$ cat config.mk
export PLATFORM = sky130hd
export DESIGN_NAME = spd_cfg
export DESIGN_NICKNAME = d
export VERILOG_FILES = /design/src/design/spd_pkg.sv /design/src/design/spd_cfg.sv
export SDC_FILE = /design/constraint.sdc
export NUM_CORES = 1
export LEC_CHECK = 0
export BUFFER_PORTS_ARGS = -buffer_cell sky130_fd_sc_hd__clkbuf_2
export CORE_ASPECT_RATIO = 1.1
export CORE_MARGIN = 2
export CORE_UTILIZATION = 45
export CTS_BUF_LIST = sky130_fd_sc_hd__clkbuf_16
export DETAILED_ROUTE_END_ITERATION = 6
export GPL_ROUTABILITY_DRIVEN = 0
export PLACE_DENSITY = 0.76
export SKIP_CTS_REPAIR_TIMING = 1
export SYNTH_ARGS = -nofsm -noshare
export SYNTH_HDL_FRONTEND = slang
export SYNTH_SLANG_ARGS = --single-unit
$ cat constraint.sdc
create_clock -name clk -period 1.06 [get_ports clk]
set_input_delay 0.053 -clock clk [delete_from_list [all_inputs] [get_ports clk]]
set_output_delay 0.053 -clock clk [all_outputs]
set_load 0.02 [all_outputs]
$ cat src/design/spd_pkg.sv
// Shared types and constants for the speed PID / PWM drive core.
// Used by spd_cfg and speed_pid_pwm_drive_core; depends on nothing else.
`timescale 1ns / 1ps

package spd_pkg;

  // Fixed-point format of speeds, errors and the stored drive level
  localparam int FRAC_BITS = 8;

  // Field widths
  localparam int SPEED_W  = 22;
  localparam int ERR_W    = SPEED_W + 1;
  localparam int DERR_W   = ERR_W + 1;
  localparam int INT_W    = 22;
  localparam int GAIN_W   = 16;
  localparam int LIMIT_W  = 21;
  localparam int LEVEL_W  = 16;
  localparam int DRIVE_W  = LEVEL_W + FRAC_BITS;
  localparam int POS_W    = 32;
  localparam int CORR_W   = 32;
  localparam int DIR_W    = 2;

  // Product and sum widths (gain carries a zero sign bit)
  localparam int PROD_P_W = GAIN_W + 1 + ERR_W;
  localparam int PROD_D_W = GAIN_W + 1 + DERR_W;
  localparam int PROD_I_W = GAIN_W + 1 + INT_W;
  localparam int SUM_W    = PROD_D_W + 2;

  // Correction = round(sum / (100 << FRAC_BITS)); 25600 = 25 << 10.
  // |sum| stays below 2^40, so the scaled magnitude fits 31 bits and the
  // quotient 27 bits.
  localparam int DIVISOR     = 100 << FRAC_BITS;
  localparam int ROUND_HALF  = DIVISOR / 2;
  localparam int DIV_SHIFT   = FRAC_BITS + 2;
  localparam int MAG_MSB     = 40;
  localparam int U_W         = MAG_MSB - DIV_SHIFT + 1;
  localparam int RECIP_W     = 32;
  localparam logic [RECIP_W-1:0] RECIP_25 = 32'd2748779070; // ceil(2^36 / 25)
  localparam int RECIP_SHIFT = 36;
  localparam int QPROD_W     = U_W + RECIP_W;
  localparam int Q_W         = QPROD_W - RECIP_SHIFT;

  // Stream packing
  localparam int IN_TDATA_W  = 80;
  localparam int OUT_TDATA_W = 80;

  // Configuration port
  localparam int APB_AW = 5;
  localparam int APB_DW = 32;

  typedef enum logic [2:0] {
    REG_GAIN_P     = 3'd0,
    REG_GAIN_I     = 3'd1,
    REG_GAIN_D     = 3'd2,
    REG_INT_LIMIT  = 3'd3,
    REG_DRIVE_CEIL = 3'd4,
    REG_CHAN_LIMIT = 3'd5,
    REG_DEADBAND   = 3'd6
  } reg_idx_t;

  localparam logic [GAIN_W-1:0]  RST_GAIN_P     = 16'd256;
  localparam logic [GAIN_W-1:0]  RST_GAIN_I     = 16'd0;
  localparam logic [GAIN_W-1:0]  RST_GAIN_D     = 16'd0;
  localparam logic [LIMIT_W-1:0] RST_INT_LIMIT  = 21'd12800;
  localparam logic [LEVEL_W-1:0] RST_DRIVE_CEIL = 16'd1000;
  localparam logic [LEVEL_W-1:0] RST_CHAN_LIMIT = 16'd1000;
  localparam logic [LEVEL_W-1:0] RST_DEADBAND   = 16'd16;

  // Direction codes
  localparam logic [DIR_W-1:0] DIR_CW  = 2'd0;
  localparam logic [DIR_W-1:0] DIR_ACW = 2'd1;

  typedef struct packed {
    logic [GAIN_W-1:0]  gain_p;
    logic [GAIN_W-1:0]  gain_i;
    logic [GAIN_W-1:0]  gain_d;
    logic [LIMIT_W-1:0] integral_limit;
    logic [LEVEL_W-1:0] drive_ceiling;
    logic [LEVEL_W-1:0] channel_limit;
    logic [LEVEL_W-1:0] position_deadband;
  } cfg_t;

  // Fields that ride alongside the arithmetic down the pipe
  typedef struct packed {
    logic [DIR_W-1:0] dir;
    logic             zero;
  } side_t;

endpackage

$ cat src/design/spd_cfg.sv
// Configuration register bank with an APB-style slave port.
// Depends on spd_pkg for the register map, reset values and cfg_t.
`timescale 1ns / 1ps

module spd_cfg (
  input  logic                     clk,
  input  logic                     rst_n,
  input  logic                     psel,
  input  logic                     penable,
  input  logic                     pwrite,
  input  logic [spd_pkg::APB_AW-1:0] paddr,
  input  logic [spd_pkg::APB_DW-1:0] pwdata,
  output logic [spd_pkg::APB_DW-1:0] prdata,
  output logic                     pready,
  output spd_pkg::cfg_t            cfg
);
  import spd_pkg::*;

  cfg_t     cfg_r;
  logic     wr_en;
  reg_idx_t idx;

  assign pready = 1'b1;
  assign wr_en  = psel & penable & pwrite & pready;
  assign idx    = reg_idx_t'(paddr[APB_AW-1:2]);
  assign cfg    = cfg_r;

  always_ff @(posedge clk) begin
    if (!rst_n) begin
      cfg_r.gain_p            <= RST_GAIN_P;
      cfg_r.gain_i            <= RST_GAIN_I;
      cfg_r.gain_d            <= RST_GAIN_D;
      cfg_r.integral_limit    <= RST_INT_LIMIT;
      cfg_r.drive_ceiling     <= RST_DRIVE_CEIL;
      cfg_r.channel_limit     <= RST_CHAN_LIMIT;
      cfg_r.position_deadband <= RST_DEADBAND;
    end else if (wr_en) begin
      unique case (idx)
        REG_GAIN_P:     cfg_r.gain_p            <= pwdata[GAIN_W-1:0];
        REG_GAIN_I:     cfg_r.gain_i            <= pwdata[GAIN_W-1:0];
        REG_GAIN_D:     cfg_r.gain_d            <= pwdata[GAIN_W-1:0];
        REG_INT_LIMIT:  cfg_r.integral_limit    <= pwdata[LIMIT_W-1:0];
        REG_DRIVE_CEIL: cfg_r.drive_ceiling     <= pwdata[LEVEL_W-1:0];
        REG_CHAN_LIMIT: cfg_r.channel_limit     <= pwdata[LEVEL_W-1:0];
        REG_DEADBAND:   cfg_r.position_deadband <= pwdata[LEVEL_W-1:0];
        default: ;  // unmapped slot: drop the write
      endcase
    end
  end

  always_comb begin
    unique case (idx)
      REG_GAIN_P:     prdata = APB_DW'(cfg_r.gain_p);
      REG_GAIN_I:     prdata = APB_DW'(cfg_r.gain_i);
      REG_GAIN_D:     prdata = APB_DW'(cfg_r.gain_d);
      REG_INT_LIMIT:  prdata = APB_DW'(cfg_r.integral_limit);
      REG_DRIVE_CEIL: prdata = APB_DW'(cfg_r.drive_ceiling);
      REG_CHAN_LIMIT: prdata = APB_DW'(cfg_r.channel_limit);
      REG_DEADBAND:   prdata = APB_DW'(cfg_r.position_deadband);
      default:        prdata = '0;
    endcase
  end

endmodule

==> results.md <==
* Pins Over Slew Limit at 0
* Compound-Gate Fraction of Synth Area at 10.2%
* Die area at 13000 µm²
* Post-Synth Simple-Gate Area at 12.9%
* Xor and xnor fraction of the mapped netlist area at 0%
* Via density at 5.33
* Failing checks: negative hold slack, negative setup slack
* RSZ-0062 raised after global routing: true
* Fin area at 8500 µm²
* Slew HR at 53.3%
* Final Critical Period at 1.66 ns
* Post-synth EDFFs at 0
* Skew-Pair Late Insertion Delay at 0.41 ns
* Placed insts at 922
* Area of the multi-input gates at 2960 µm²
* HPWL after DPL at 12.2 mm
* Fillers at 842
* DRC viols at 0
* Storage cell area at 2400 µm²
* Synth-to-Final Area Change at 56.1%
* Initial core utilization at 45.7%
* Crit path kind: reg2out
* Hold Vio Cnt, Final at 4
* IO buf count at 166
* CTS sink count at 117
* CTS Buf Count at 17
* Critical Path RT at 1.01 ns
* Post-Syn Area per Cell at 9.73 µm²
* Htree depth at 4
* Die Wd at 109 µm
* Layout cells sized above 1 at 47.6%
* CTS tree: done
* Most common cell after layout, fill and taps aside: mux2i_1
* CP arrival at 1.61 ns
* Post-DR wirelength/cell at 18.3 µm
* Post-DP Area at 7170 µm²
* Flops & latches, synth at 117
* Worst-path fanout max at 2
* Drt initial violations at 282
* Vias in the first global route at 4985
* Startpoint types: flip-flop
* Setup ws final at -0.602 ns
* P per Cell Area at 1350 nW/µm²
* Distinct cells, synth at 37
* Area of the mapped netlist at 5450 µm²
* N_diodes at 0
* Number of max-cap violations at 0
* Largest family of logic cells by synthesized area: multiplexers
* Rows at 42
* Core area at 11900 µm²
* Async SR Flop Fraction at 0%
* Fin nets at 849
* GRT Resource Usage Total at 26.1%
* WL final at 17.9 mm
* Non-Filler Instances at 974
* Clock transition at the registers of the reported paths at 0.05 ns
* Largest net degree at the start of global routing at 47
* Final setup fails at 18
* Grt total ovfl at 0
* Most frequent cells in the layout: mux2i_1 (134), nand2_1 (122), clkbuf_2 (88)
* Yosys Warn Count at 0
* Antenna-violating nets left at 0
* Pre-antenna DRT Iters at 5
* Total number of vias at 5193
* Crit path capture type: output port
* Root Buffer: clkbuf_16
* Hold Crit Class: in2reg
* Leak Pwr at 3.86 nW
* Worst hold margin at -0.0312 ns
* Status: complete, but fails checks
* Global-route wire length before repair at 25.9 mm
* IO Pins at 192
* Synth Flop Type: dfxtp_1
* Dpl ws at -0.453 ns
* Max IR drop VDD at 0.862 mV
* Max reg flops at 117
* Synth Instances at 560
* Initial antenna violation count at 0
* Synth Area in Adders at 0%
* Mux contribution to synthesized area at 25.4%
* Least-Margin Pin Slew at 0.699 ns
* Final period utilization at 157%
* Layout Skew at 0 ns
* FMAX at 602 MHz
* Sequential fraction of the synthesis area at 43.0%
* CTS Buffer Depth at 2
* Die Y at 119 µm
-- path summary, 6_finish.rpt --
check         endpoint       from  slack [ns]  cells past startpoint
min           cfg[109]  pwdata[8]       -0.03                      3
max          prdata[2]    cfg[50]       -0.60                      3
max reg2reg    cfg[91]    cfg[91]        0.23                      3
min reg2reg    cfg[66]    cfg[66]        0.47                      2
-- cell usage after synthesis (8+ instances only) --
| master | instances | area (µm²) |
|---|---|---|
| inv_1 | 25 | 93.8 |
| o221a_2 | 9 | 101 |
| o311ai_0 | 10 | 87.6 |
| nand2_1 | 122 | 458 |
| dfxtp_1 | 117 | 2340 |
| buf_4 | 18 | 135 |
| a221oi_1 | 9 | 78.8 |
| buf_6 | 8 | 90.1 |
| mux2i_1 | 135 | 1350 |
| o21ai_0 | 16 | 80.1 |
| clkbuf_1 | 24 | 90.1 |
-- worst max-delay path, stage by stage (launching register included) --
cell	delay, ns
dfxtp_2	0.32
mux4_2	0.46
mux2_4	0.29
buf_6	0.13
-- stage by stage --
stage / hold slack (ns) / power (W) / setup TNS, ns / utilization, %
floorplan: 0.195 / 0.00525 / -1.96 / -
global placement: 0.284 / 0.00557 / -29.92 / 60.1
detailed placement: 0.295 / 0.00559 / -33.78 / 60.1
CTS: -0.137 / 0.0114 / -7.91 / 65.1
global route: -0.000425 / 0.0119 / -7.53 / 71.3
finish: -0.0312 / 0.0115 / -6.52 / 71.3
-- cells by family after synthesis --
logic type             Yosys count
AOI/OAI and AO/OA               69
DFF                            117
other                            2
and+or+nand+nor                154
muxes                          137
buffers and inverters           81
-- power breakdown --
part	internal, W	total, W	switching, W
clock	0.00386	0.00583	0.00197
sequential	0.00444	0.00447	0.0000304
combinational	0.000522	0.00120	0.000681
-- layer usage --
| metal | up-vias | track usage, % | routed length, µm |
|---|---|---|---|
| li1 | 2444 | - | - |
| met1 | 2493 | 31.7 | 7000 |
| met2 | 222 | 44.8 | 9390 |
| met3 | 34 | 5.47 | 1030 |
| met4 | 0 | 9.54 | 423 |
| met5 | - | 0 | 0 |
-- final cells by class --
type | count | area share, %
clock buffer | 17 | 5.00
multi-input combinational | 372 | 34.8
clock inverter | 15 | 2.02
tap | 154 | 2.27
sequential | 117 | 28.2
timing repair buffer | 274 | 26.6
inverter | 25 | 1.10
No activity file was read; power rests on OpenSTA's default activity.
